==> config.mk <==
export PLATFORM = sky130hd
export DESIGN_NAME = window_multiplicity_trigger_unit
export DESIGN_NICKNAME = d
export VERILOG_FILES = /design/src/sv/wmt_pkg.sv /design/src/sv/window_multiplicity_trigger_unit.sv /design/src/sv/wmt_ram.sv
export VERILOG_INCLUDE_DIRS = /design/src /design/src/sv
export SDC_FILE = /design/constraint.sdc
export NUM_CORES = 2
export LEC_CHECK = 0
export ABC_AREA = 1
export BUFFER_PORTS_ARGS = -buffer_cell sky130_fd_sc_hd__buf_4
export CAP_MARGIN = 25
export CELL_PAD_IN_SITES_DETAIL_PLACEMENT = 1
export CELL_PAD_IN_SITES_GLOBAL_PLACEMENT = 1
export CORE_MARGIN = 3
export CORE_UTILIZATION = 51
export CTS_CLUSTER_DIAMETER = 50
export CTS_CLUSTER_SIZE = 12
export DETAILED_ROUTE_END_ITERATION = 7
export PLACE_DENSITY = 0.81
export SYNTH_ARGS = -nofsm -noshare
export SYNTH_HDL_FRONTEND = slang
export SYNTH_SLANG_ARGS = --single-unit
==> constraint.sdc <==
create_clock -name clk -period 9.9 [get_ports clk]
set_input_delay 1.485 -clock clk [delete_from_list [all_inputs] [get_ports clk]]
set_output_delay 1.485 -clock clk [all_outputs]
set_load 0.01 [all_outputs]
==> src/sv/window_multiplicity_trigger_unit_assert.svh <==
// assertion macros for the window multiplicity trigger
`ifndef WINDOW_MULTIPLICITY_TRIGGER_UNIT_ASSERT_SVH
`define WINDOW_MULTIPLICITY_TRIGGER_UNIT_ASSERT_SVH

// same-cycle implication, checked out of reset
`define WMT_ASSERT_NOW(label, clk, rst_n, ante, cons) \
    label: assert property (@(posedge clk) disable iff (!rst_n) (ante) |-> (cons)) \
        else $error("window trigger check failed");

// next-cycle implication, checked out of reset
`define WMT_ASSERT_NEXT(label, clk, rst_n, ante, cons) \
    label: assert property (@(posedge clk) disable iff (!rst_n) (ante) |=> (cons)) \
        else $error("window trigger check failed");

`endif

==> src/sv/wmt_pkg.sv <==
// shared types and constants of the window multiplicity trigger
`timescale 1ns / 1ps

package wmt_pkg;

    localparam int THRESHOLD_W = 18;
    localparam int WINBINS_W   = 9;
    localparam int HOLDOFF_W   = 12;
    localparam int HIT_W       = 10;
    localparam int BIN_W       = 20;
    localparam int TOTAL_W     = 18;
    localparam int CFG_IDX_W   = 2;
    localparam int CFG_DATA_W  = 18;

    localparam logic [BIN_W-1:0]   BIN_MAX = 20'hFFFFF;
    localparam logic [TOTAL_W-1:0] SUM_MAX = 18'h3FFFF;

    localparam logic [THRESHOLD_W-1:0] THRESHOLD_RST = 18'd25;
    localparam logic [WINBINS_W-1:0]   WINBINS_RST   = 9'd199;
    localparam logic [HOLDOFF_W-1:0]   HOLDOFF_RST   = 12'd950;

    // configuration register indexes
    localparam logic [CFG_IDX_W-1:0] REG_THRESHOLD = 2'd0;
    localparam logic [CFG_IDX_W-1:0] REG_WINBINS   = 2'd1;
    localparam logic [CFG_IDX_W-1:0] REG_HOLDOFF   = 2'd2;

    typedef struct packed {
        logic               trigger;
        logic [BIN_W-1:0]   bin;
        logic [TOTAL_W-1:0] total;
    } result_t;

endpackage

==> src/sv/window_multiplicity_trigger_unit.sv <==
// sliding-window multiplicity trigger, top level
// a result is registered when its bin is accepted, into the skid stage if the output is held
// throughput: one bin per clock while hit_stall is low; the drop-out entry is prefetched
// a window_bins write starts a rebuild sweep over min(filled, window) stored bins,
// during which hit_stall is high and cfg_ready is low
// reset: async active low, registers to defaults, window empty, ram contents left as is
`timescale 1ns / 1ps

`include "window_multiplicity_trigger_unit_assert.svh"

module window_multiplicity_trigger_unit
    import wmt_pkg::*;
#(
    parameter int WINDOW_MAX = 256,
    parameter int COUNT_BITS = 10
) (
    input  logic                     clk,
    input  logic                     rst_n,
    // bin channel
    input  logic                     hit_valid,
    output logic                     hit_stall,
    input  logic [HIT_W-1:0]         hit_count,
    input  logic                     event_start,
    // result channel
    output logic                     result_valid,
    input  logic                     result_stall,
    output logic                     trigger,
    output logic [BIN_W-1:0]         trigger_bin,
    output logic [TOTAL_W-1:0]       window_total,
    // configuration write channel
    input  logic                     cfg_valid,
    output logic                     cfg_ready,
    input  logic [CFG_IDX_W-1:0]     cfg_index,
    input  logic [CFG_DATA_W-1:0]    cfg_data
);

    // address, fill count, exact sum, compare and extension widths
    localparam int AW = $clog2(WINDOW_MAX);
    localparam int FW = $clog2(WINDOW_MAX + 1);
    localparam int SW = COUNT_BITS + FW;
    localparam int XW = ((SW > TOTAL_W) ? SW : TOTAL_W) + 1;
    localparam int EW = (FW > WINBINS_W) ? FW : WINBINS_W;
    localparam int HX = (COUNT_BITS > HIT_W) ? COUNT_BITS : HIT_W;

    // sequencer codes
    localparam logic ST_RUN = 1'b0;
    localparam logic ST_SUM = 1'b1;

    // configuration registers
    logic [THRESHOLD_W-1:0] threshold_reg;
    logic [WINBINS_W-1:0]   window_bins_reg;
    logic [HOLDOFF_W-1:0]   holdoff_bins_reg;

    // window state
    logic                   st_reg, st_next;
    logic [AW-1:0]          wp_reg, wp_next;
    logic [FW-1:0]          filled_reg, filled_next;
    logic [SW-1:0]          sum_reg, sum_next;
    logic [HOLDOFF_W-1:0]   hold_reg, hold_next;
    logic [BIN_W-1:0]       bin_reg, bin_next;

    // rebuild sweep
    logic [FW-1:0]          k_reg, k_next;
    logic [AW-1:0]          raddr_reg, raddr_next;

    // write-to-read forwarding for a one-bin window
    logic                   fwd_valid_reg, fwd_valid_next;
    logic [COUNT_BITS-1:0]  fwd_data_reg;

    // output register and skid stage
    logic                   out_valid_reg, skid_valid_reg;
    result_t                out_res_reg, skid_res_reg;

    // ram port
    logic                   wr_en;
    logic [AW-1:0]          rd_addr;
    logic [COUNT_BITS-1:0]  ram_q;

    // item datapath
    logic                   hit_fire, out_fire, cfg_fire;
    logic [COUNT_BITS-1:0]  count;
    logic [AW-1:0]          wp0;
    logic [FW-1:0]          filled0;
    logic [SW-1:0]          sum0;
    logic [HOLDOFF_W-1:0]   hold0;
    logic [BIN_W-1:0]       bin0;
    logic [COUNT_BITS-1:0]  drop_data, drop;
    logic [SW:0]            sum_grow;
    logic [SW-1:0]          sum_new;
    logic [TOTAL_W-1:0]     total_sat;
    logic                   fire;
    logic [EW-1:0]          wb_ext;
    logic [FW-1:0]          w_eff, n_fill;
    result_t                res_new;

    // entry that leaves the window when the write pointer stands at wp
    function automatic logic [AW-1:0] drop_addr(input logic [AW-1:0] wp,
                                                input logic [FW-1:0] w);
        logic [FW:0] a;
        logic [FW:0] r;
        a = (FW + 1)'(wp);
        if (a >= (FW + 1)'(w))
        begin
            r = a - (FW + 1)'(w);
        end
        else
        begin
            r = a + (FW + 1)'(WINDOW_MAX) - (FW + 1)'(w);
        end
        return AW'(r);
    endfunction

    function automatic logic [AW-1:0] addr_inc(input logic [AW-1:0] a);
        return (a == AW'(WINDOW_MAX - 1)) ? '0 : a + 1'b1;
    endfunction

    function automatic logic [AW-1:0] addr_dec(input logic [AW-1:0] a);
        return (a == '0) ? AW'(WINDOW_MAX - 1) : a - 1'b1;
    endfunction

    // handshakes
    assign hit_stall = skid_valid_reg || (st_reg == ST_SUM);
    assign cfg_ready = (st_reg == ST_RUN);
    assign hit_fire  = hit_valid && !hit_stall;
    assign out_fire  = out_valid_reg && !result_stall;
    assign cfg_fire  = cfg_valid && cfg_ready;

    assign result_valid = out_valid_reg;
    assign trigger      = out_res_reg.trigger;
    assign trigger_bin  = out_res_reg.bin;
    assign window_total = out_res_reg.total;

    // effective window length: zero acts as one, clamp to the ram depth
    assign wb_ext = EW'(window_bins_reg);
    always_comb
    begin
        if (wb_ext == '0)
        begin
            w_eff = FW'(1);
        end
        else if (wb_ext > EW'(WINDOW_MAX))
        begin
            w_eff = FW'(WINDOW_MAX);
        end
        else
        begin
            w_eff = FW'(wb_ext);
        end
    end
    assign n_fill = (filled_reg < w_eff) ? filled_reg : w_eff;

    // per-bin update: event start clears first, then hold-off, trigger or window add
    assign count   = COUNT_BITS'(HX'(hit_count));
    assign wp0     = event_start ? '0 : wp_reg;
    assign filled0 = event_start ? '0 : filled_reg;
    assign sum0    = event_start ? '0 : sum_reg;
    assign hold0   = event_start ? '0 : hold_reg;
    assign bin0    = event_start ? '0 : bin_reg;

    assign drop_data = fwd_valid_reg ? fwd_data_reg : ram_q;
    assign drop      = (filled0 >= w_eff) ? drop_data : '0;
    assign sum_grow  = (SW + 1)'(sum0) + (SW + 1)'(count) - (SW + 1)'(drop);
    assign sum_new   = SW'(sum_grow);
    assign total_sat = (XW'(sum_new) > XW'(SUM_MAX)) ? SUM_MAX : TOTAL_W'(sum_new);
    assign fire      = (hold0 == '0) && (total_sat > threshold_reg);
    assign wr_en     = hit_fire && (hold0 == '0);

    always_comb
    begin
        res_new.trigger = fire;
        res_new.bin     = bin0;
        res_new.total   = (hold0 == '0) ? total_sat : '0;
    end

    // next state of the window and the sweep
    always_comb
    begin
        st_next     = st_reg;
        wp_next     = wp_reg;
        filled_next = filled_reg;
        sum_next    = sum_reg;
        hold_next   = hold_reg;
        bin_next    = bin_reg;
        k_next      = k_reg;
        raddr_next  = raddr_reg;
        rd_addr     = drop_addr(wp_reg, w_eff);

        unique case (st_reg)
            ST_RUN:
            begin
                if (hit_fire)
                begin
                    bin_next = (bin0 != BIN_MAX) ? bin0 + 1'b1 : bin0;
                    if (hold0 != '0)
                    begin
                        // bin ignored during hold-off
                        hold_next   = hold0 - 1'b1;
                        wp_next     = wp0;
                        filled_next = filled0;
                        sum_next    = sum0;
                    end
                    else if (fire)
                    begin
                        // trigger: empty the window and start hold-off
                        wp_next     = '0;
                        filled_next = '0;
                        sum_next    = '0;
                        hold_next   = (holdoff_bins_reg == '0) ? '0
                                                               : holdoff_bins_reg - 1'b1;
                    end
                    else
                    begin
                        wp_next     = addr_inc(wp0);
                        filled_next = (filled0 == FW'(WINDOW_MAX)) ? filled0
                                                                   : filled0 + 1'b1;
                        sum_next    = sum_new;
                        hold_next   = '0;
                    end
                end
                // prefetch the entry that the next bin pushes out
                rd_addr = drop_addr(wp_next, w_eff);
                if (cfg_fire && (cfg_index == REG_WINBINS))
                begin
                    // new window length: rebuild the sum from the stored bins
                    st_next    = ST_SUM;
                    k_next     = '0;
                    sum_next   = '0;
                    raddr_next = addr_dec(wp_next);
                end
            end
            ST_SUM:
            begin
                if (k_reg < n_fill)
                begin
                    rd_addr = raddr_reg;
                end
                if (k_reg != '0)
                begin
                    sum_next = sum_reg + SW'(ram_q);
                end
                raddr_next = addr_dec(raddr_reg);
                if (k_reg == n_fill)
                begin
                    st_next = ST_RUN;
                end
                else
                begin
                    k_next = k_reg + 1'b1;
                end
            end
            default:
            begin
                st_next = ST_RUN;
            end
        endcase

        fwd_valid_next = wr_en && (rd_addr == wp0);
    end

    wmt_ram #(
        .WIDTH (COUNT_BITS),
        .DEPTH (WINDOW_MAX)
    ) u_window_ram (
        .clk   (clk),
        .we    (wr_en),
        .waddr (wp0),
        .wdata (count),
        .raddr (rd_addr),
        .rdata (ram_q)
    );

    // control and window state
    always_ff @(posedge clk or negedge rst_n)
    begin
        if (!rst_n)
        begin
            threshold_reg    <= THRESHOLD_RST;
            window_bins_reg  <= WINBINS_RST;
            holdoff_bins_reg <= HOLDOFF_RST;
            st_reg           <= ST_RUN;
            wp_reg           <= '0;
            filled_reg       <= '0;
            sum_reg          <= '0;
            hold_reg         <= '0;
            bin_reg          <= '0;
            k_reg            <= '0;
            raddr_reg        <= '0;
            fwd_valid_reg    <= 1'b0;
            out_valid_reg    <= 1'b0;
            skid_valid_reg   <= 1'b0;
        end
        else
        begin
            st_reg        <= st_next;
            wp_reg        <= wp_next;
            filled_reg    <= filled_next;
            sum_reg       <= sum_next;
            hold_reg      <= hold_next;
            bin_reg       <= bin_next;
            k_reg         <= k_next;
            raddr_reg     <= raddr_next;
            fwd_valid_reg <= fwd_valid_next;

            if (cfg_fire)
            begin
                unique case (cfg_index)
                    REG_THRESHOLD: threshold_reg    <= cfg_data[THRESHOLD_W-1:0];
                    REG_WINBINS:   window_bins_reg  <= cfg_data[WINBINS_W-1:0];
                    REG_HOLDOFF:   holdoff_bins_reg <= cfg_data[HOLDOFF_W-1:0];
                    default:       ;
                endcase
            end

            // output beat and skid occupancy
            if (skid_valid_reg)
            begin
                if (out_fire)
                begin
                    skid_valid_reg <= 1'b0;
                end
            end
            else if (hit_fire)
            begin
                if (out_valid_reg && !out_fire)
                begin
                    skid_valid_reg <= 1'b1;
                end
                out_valid_reg <= 1'b1;
            end
            else if (out_fire)
            begin
                out_valid_reg <= 1'b0;
            end
        end
    end

    // result payloads and forwarded data
    always_ff @(posedge clk)
    begin
        if (wr_en)
        begin
            fwd_data_reg <= count;
        end
        if (skid_valid_reg)
        begin
            if (out_fire)
            begin
                out_res_reg <= skid_res_reg;
            end
        end
        else if (hit_fire)
        begin
            if (out_valid_reg && !out_fire)
            begin
                skid_res_reg <= res_new;
            end
            else
            begin
                out_res_reg <= res_new;
            end
        end
    end

    // checks
    `WMT_ASSERT_NOW(a_skid_behind_out, clk, rst_n, skid_valid_reg, out_valid_reg)
    `WMT_ASSERT_NOW(a_fill_bounded, clk, rst_n, 1'b1, filled_reg <= FW'(WINDOW_MAX))
    `WMT_ASSERT_NOW(a_holdoff_empty, clk, rst_n, hold_reg != '0,
                    (filled_reg == '0) && (sum_reg == '0))
    `WMT_ASSERT_NEXT(a_rebuild_stalls, clk, rst_n,
                     cfg_fire && (cfg_index == REG_WINBINS), hit_stall && !cfg_ready)

endmodule

==> src/sv/wmt_ram.sv <==
// generic single-write, single-read ram with registered read data
`timescale 1ns / 1ps

module wmt_ram #(
    parameter int WIDTH = 10,
    parameter int DEPTH = 256
) (
    input  logic                     clk,
    input  logic                     we,
    input  logic [$clog2(DEPTH)-1:0] waddr,
    input  logic [WIDTH-1:0]         wdata,
    input  logic [$clog2(DEPTH)-1:0] raddr,
    output logic [WIDTH-1:0]         rdata
);

    logic [WIDTH-1:0] mem [DEPTH];

    always_ff @(posedge clk)
    begin
        if (we)
        begin
            mem[waddr] <= wdata;
        end
        rdata <= mem[raddr];
    end

endmodule
Word level (Yosys, flattened, before mapping). Memories as Yosys holds them, arrays and structs flattened. A register that Yosys moved wholly into a read port is not among the register bits. Cells that the tools add are included.

Add/subtract/negate cells: 17. $lt $le $gt $ge: 8. Equal/unequal tests: 13. Muxes and demuxes: 56. Bitwise logic cells: 2. Reductions and logical operators: 31.

Operator list (number): $mux 39 (4); $mux 19 (6); $mux 8 (12); $mux 9 (9); $mux 12 (4); $mux 20 (2); $add 19x10->19 (2); $pmux 19 s2 (1); $mux 18 (2); $pmux 8 s2 (2); $sub 8x8->8 (4); $add 8x1->8 const B (3); $logic_not 12->1 (2); $sub 12x1->12 const B (2); $add 20x1->20 const B (1); $mux 10 (2); $ne 20x20->1 const B (1); $gt 19x18->1 const B (1); $sub 19x10->19 (1); $add 9x1->9 const B (2); $ge 8x9->1 (2); $gt 18x18->1 (1); $lt 9x9->1 (2); $pmux 9 s2 (1); 26 further kinds (58).

Register bits after elaboration: 216. Bits in writable memories: 2560. Bits of input ports: 36. Output and inout bits: 42. Memories: 1.

Memories: u_window_ram.mem (depth 256, width 10, read ports 1, clocked after Yosys merged registers in 1, wr ports 1, line wmt_ram.sv:16) `logic [WIDTH-1:0] mem [DEPTH];`.

Logic depth before layout (Yosys ltp).
Depth after elaboration: 20. Gate-level depth with buffers: 65. Gate-level depth less buffers: 65.

Modules after synthesis. A second synthesis with hierarchy kept.

Cells, all modules: 10626. Area, all modules: 118690.1 µm².

By module, submodules not included: wmt_ram (times used 1, cells each 8656, area each 103718.2 µm², sequential area each 77073.9 µm²); window_multiplicity_trigger_unit (times used 1, cells each 1970, area each 14971.9 µm², sequential area each 5864.4 µm²).

Worst setup path after synthesis. OpenSTA, ideal clock, no wires.

Kind: input port to flip-flop. Start point: input port event_start. End point: register u_window_ram.rdata[3], read port of u_window_ram.mem. Arrival time: 9660 ps. Data required time: 9787 ps. Slack: 127 ps. Stages on the path: 63. Buffers on the path: 5. Cell sequence: buf_4 > buf_2 > buf_1 > buf_1 > nor2_1 > ha_1 > nand2_1 > o211ai_1 > nand3_1 > nand2_1 > nand3_1 > nand2_1 > a21oi_1 > o21bai_1 > o211ai_1 > inv_1 > ha_1 > inv_1 > [27 not listed] > fa_1 > inv_1 > nand2_1 > inv_1 > o21a_1 > nor2_1 > nor2_1 > nor2_1 > nor2_1 > nor2_1 > or2_2 > nand3_1 > nand2_1 > inv_1 > clkbuf_1 > nand3_1 > nand3_1 > nand2_1.

Word-level cells in the longest chain between the ends: 16.

Ends and longest elaborated chain: from (decl) (line window_multiplicity_trigger_unit.sv:23) `input logic event_start,`; branches (longest 9 deep; another with $add 19x10->19); $mux 8 (*) (line window_multiplicity_trigger_unit.sv:194) `if (hold0 != '0)`; $mux 8 (*) (line window_multiplicity_trigger_unit.sv:191) `if (hit_fire)`; $mux 8 (*) (line window_multiplicity_trigger_unit.sv:188) `unique case (st_reg)`; $add 8x1->8 (line window_multiplicity_trigger_unit.sv:108) `r = a + (FW + 1)'(WINDOW_MAX) - (FW + 1)'(w);`; $sub 8x8->8 (line window_multiplicity_trigger_unit.sv:108); $mux 8 (*) (line window_multiplicity_trigger_unit.sv:102) `if (a >= (FW + 1)'(w))`; $pmux 8 s2 (*) (line window_multiplicity_trigger_unit.sv:188); to (decl) (line wmt_ram.sv:13) `output logic [WIDTH-1:0] rdata`.

Every way passes the cells marked *. The select of a mux whose other input is x is not followed. A chain may end at the register's enable or synchronous reset.

Worst setup path in the final report.
Start point: register window_bins_reg[2], in the netlist wb_ext[2]. End point: register u_window_ram.rdata[5], read port of u_window_ram.mem.

Word-level cells in the longest chain between the ends: 18.

Ends and longest elaborated chain: from (decl) (line window_multiplicity_trigger_unit.sv:51) `logic [WINBINS_W-1:0] window_bins_reg;`; from (signal assigned) (line window_multiplicity_trigger_unit.sv:308) `REG_WINBINS: window_bins_reg <= cfg_data[WINBINS_W-1:0];`; $gt 9x9->1 (line window_multiplicity_trigger_unit.sv:141) `else if (wb_ext > EW'(WINDOW_MAX))`; $mux 9 (line window_multiplicity_trigger_unit.sv:141); $mux 9 (*) (line window_multiplicity_trigger_unit.sv:137) `if (wb_ext == '0)`; $ge 9x9->1 (line window_multiplicity_trigger_unit.sv:161) `assign drop = (filled0 >= w_eff) ? drop_data : '0;`; $mux 10 (line window_multiplicity_trigger_unit.sv:161); $sub 19x10->19 (line window_multiplicity_trigger_unit.sv:162) `assign sum_grow = (SW + 1)'(sum0) + (SW + 1)'(count) - (SW + 1)'(drop);`; $gt 19x18->1 (line window_multiplicity_trigger_unit.sv:164) `assign total_sat = (XW'(sum_new) > XW'(SUM_MAX)) ? SUM_MAX : TOTAL_W'(sum_new);`; $mux 18 (line window_multiplicity_trigger_unit.sv:164); [2 not listed]; $mux 8 (line window_multiplicity_trigger_unit.sv:202) `else if (fire)`; $mux 8 (line window_multiplicity_trigger_unit.sv:194); $mux 8 (line window_multiplicity_trigger_unit.sv:191); $mux 8 (line window_multiplicity_trigger_unit.sv:188); $add 8x1->8 (line window_multiplicity_trigger_unit.sv:108); $sub 8x8->8 (line window_multiplicity_trigger_unit.sv:108); $mux 8 (line window_multiplicity_trigger_unit.sv:102); $pmux 8 s2 (*) (line window_multiplicity_trigger_unit.sv:188).

Mark *: on every way between the ends. The rest lies on a longest branch, timed or not. The select of a mux whose other input is x is not followed.

==> flow_metrics.py <==
metrics = {
    "outcome": {
        "outcome": "complete, no violations",
    },
    "floorplan": {
        "core_sq_um": 246000,
        "fp.dieW_microns": 504,
        "start_util_pct": 51.4,
        "num_rows": 182,
        "dieArea_sq_um": 254000,
        "die_y_microns": 504,
        "ios": 78,
    },
    "clock_tree": {
        "path_clk_slew_ns": 0.06,
        "cts_tree": "yes",
        "cts_sinks": 2786,
        "cts_buffer_depth": 4,
        "cts_hold_buffers": 0,
        "cts_buffers": 337,
        "htreeDepth": 5,
        "clkLatencyLatePin_ns": 0.97,
        "cts_root_buf": "clkbuf_16",
    },
    "global_route": {
        "grt_pass1_vias": 104000,
        "grt_max_degree": 134,
        "grt_pass1_wl_mm": 664,
        "grt_overflow_total": 0,
        "grt_usage_pct": 34.6,
        "antenna_found_initial": 28,
    },
    "sta": {
        "fin_crit_sh_pct": 94.4,
        "fin_crit_ns": 9.34,
        "fmax_mhz": 107,
        "slew_violations": 0,
        "slew_headroom_pct": 26.0,
        "fin_worst_skew_ns": 0.0859,
        "final-setup-viol-count": 0,
        "hold_viol_final": 0,
        "tightest_slew_ns": 1.11,
    },
    "final_layout": {
        "layout.nets": 13200,
        "drive_above_1_share_pct": 10.3,
        "area_growth_pct": 15.3,
        "ff_latch_area_sq_um": 82900,
        "largest_register_ffs": 2560,
        "multiInputGateArea_sq_um": 32000,
        "instances_no_fill": 16600,
        "n_fill_cell": 26200,
    },
    "synthesis": {
        "ys_warn_count": 0,
        "netlist_area_sq_um": 126000,
        "ys_ff_latch": 2786,
        "avgSynthCellArea_sq_um": 9.99,
        "netlist_instances": 12700,
        "yosysSeqAreaShare_pct": 65.6,
        "ys.flop_type": "edfxtp_1",
        "ys_async_sr_fraction_pct": 4.59,
        "yosysUniqueCellTypes": 58,
        "synth.net_count": 12800,
        "synth_edf_count": 2648,
    },
    "critical_path": {
        "reg2reg_depth": 62,
        "cp.required_ns": 10.73,
        "worstSetupPathType": "flop to flop",
        "path_max_fanout": 24,
        "cp_num_buf_inv": 12,
        "crit_family": "simple AND/OR/NAND/NOR gates",
        "worstPathArrival_ns": 10.17,
        "slowest_stage": "dfstp_2",
        "cp-end-kind": "flop",
        "critical_path_depth": 62,
        "slowest_delay_ns": 0.59,
        "start_kind": "flop",
    },
    "worst_hold_path": {
        "hp-class": "flop to flop",
        "worstHoldPathCells": 2,
    },
    "place": {
        "portBuffers": 77,
        "gp_congestion": 0.930,
        "post-place-cells": 16000,
        "place_hpwl_mm": 281,
    },
    "detailed_routing": {
        "drt-total-wl_mm": 453,
        "final_antenna_net_count": 0,
        "num_vias": 99100,
        "viasPerCell": 5.97,
        "wire_per_inst_microns": 27.3,
        "drc": 0,
        "drtIter0Drc": 13000,
        "dr.pass1.iters": 8,
    },
    "job": {
        "drv_cap": 0,
    },
}
==> per-layer routing <==
layer	wire length, microns	global-route usage (%)
met4	28900	19.7
met1	165000	43.0
met2	215000	56.2
met5	275	0
met3	44200	7.64
==> repair_timing <==
item / in CTS / in global routing
gates resized for setup: 0 / 86
setup buffers: 0 / 11
setup endpoints to repair: 0 / 11
==> worst reg2reg max path: cells and delay by family, from the launching register on <==
kind                       cells  cell delay [ns]
and+or+nand+nor               34             3.81
adders and majority gates      6             2.08
buffers and inverters         12             1.64
AOI/OAI and AO/OA              9             0.93
DFF                            1             0.59
xor gates and xnor gates       1             0.17
==> synthesized netlist by cell type (7+ instances only) <==
cell type	n	area [sq um]
inv_1	2314	8690
a31oi_1	23	144
xor2_1	38	333
nand2_2	11	68.8
a21oi_1	110	551
fa_1	13	260
o22ai_1	24	150
inv_2	15	56.3
nand4_1	19	119
o211ai_1	76	571
o21ai_0	215	1080
ha_1	103	1290
xnor2_1	28	245
dfxtp_1	10	200
buf_4	33	248
buf_6	7	78.8
dfstp_2	15	394
nand3_1	2352	11800
dfrtp_1	113	2830
clkbuf_1	136	510
buf_1	33	124
nand2_1	3310	12400
edfxtp_1	2648	79500
nor2_2	8	50.1
nor2_1	445	1670
nor3_1	32	160
buf_2	445	2230
==> stage by stage <==
step | hold slack [ns] | instance area (sq um) | util, % | setup TNS, ns | worst slack, ns
floorplan | 0.453 | 126000 | - | 0 | 0.127
global placement | 0.471 | 134000 | 54.6 | -2.84 | -0.371
detailed placement | 0.475 | 134000 | 54.6 | -2.95 | -0.423
CTS | 0.497 | 145000 | 58.8 | 0 | 0.0588
global route | 0.534 | 146000 | 59.2 | -0.376 | -0.0761
finish | 0.494 | 146000 | 59.2 | 0 | 0.559
==> path summary, 6_finish.rpt <==
path	start	to	slack [ns]
worst max register to register	wb_ext[2]	u_window_ram.rdata[5]	0.56
max in group asynchronous	rst_n	sum_reg[3]	7.94
min in group asynchronous	rst_n	bin_reg[14]	0.60
worst max-delay path	wb_ext[2]	u_window_ram.rdata[5]	0.56
worst min-delay path	threshold_reg[4]	threshold_reg[4]	0.49
worst min register to register	threshold_reg[4]	threshold_reg[4]	0.49
==> cell families (layout without fill, tap and decap cells) <==
group / count (synthesis) / after routing / share of synthesized area [%]
AND/OR/NAND/NOR: 6214 / 6214 / 21.0
buffers and inverters: 2985 / 3604 / 9.44
flip-flops: 2786 / 2786 / 65.6
AO/OA/AOI/OAI: 487 / 487 / 2.22
adder cells (fa/ha/maj): 116 / 116 / 1.23
XOR/XNOR: 66 / 66 / 0.457
other: 0 / 14 / 0
==> area by class of cell <==
class	instances	area share, %
Antenna cell	14	0.0240
Inverter	2331	6.02
Timing Repair Buffer	722	5.10
Clock buffer	406	6.07
Tap cell	3312	2.84
Sequential cell	2786	56.9
Multi-Input combinational cell	6883	22.0
Clock inverter	145	1.09
==> layout by cell type, fill, tap and decap left out, types with 15 or more instances in the layout <==
cell type and instances:
nand3_1 2308, nand3_2 48, nor2_1 442, clkinv_2 25
dfrtp_1 112, dfstp_2 15, edfxtp_1 2648, o22ai_1 24
a31oi_1 23, a21oi_1 108, clkinvlp_4 32, o211ai_1 76
nand2_4 18, o21ai_0 210, nand2_1 3285, ha_1 101
clkbuf_16 346, xor2_1 37, inv_1 2313, nand2_2 20
buf_12 126, clkinv_1 20, clkbuf_1 58, nand4_1 19
nor3_1 30, buf_4 558, bufinv_16 24, inv_6 23
xnor2_1 28, clkinv_4 19
Power is left out: the tool's default activity adds up to more than one toggle a clock period on the data nets, which glitch-free logic cannot reach.
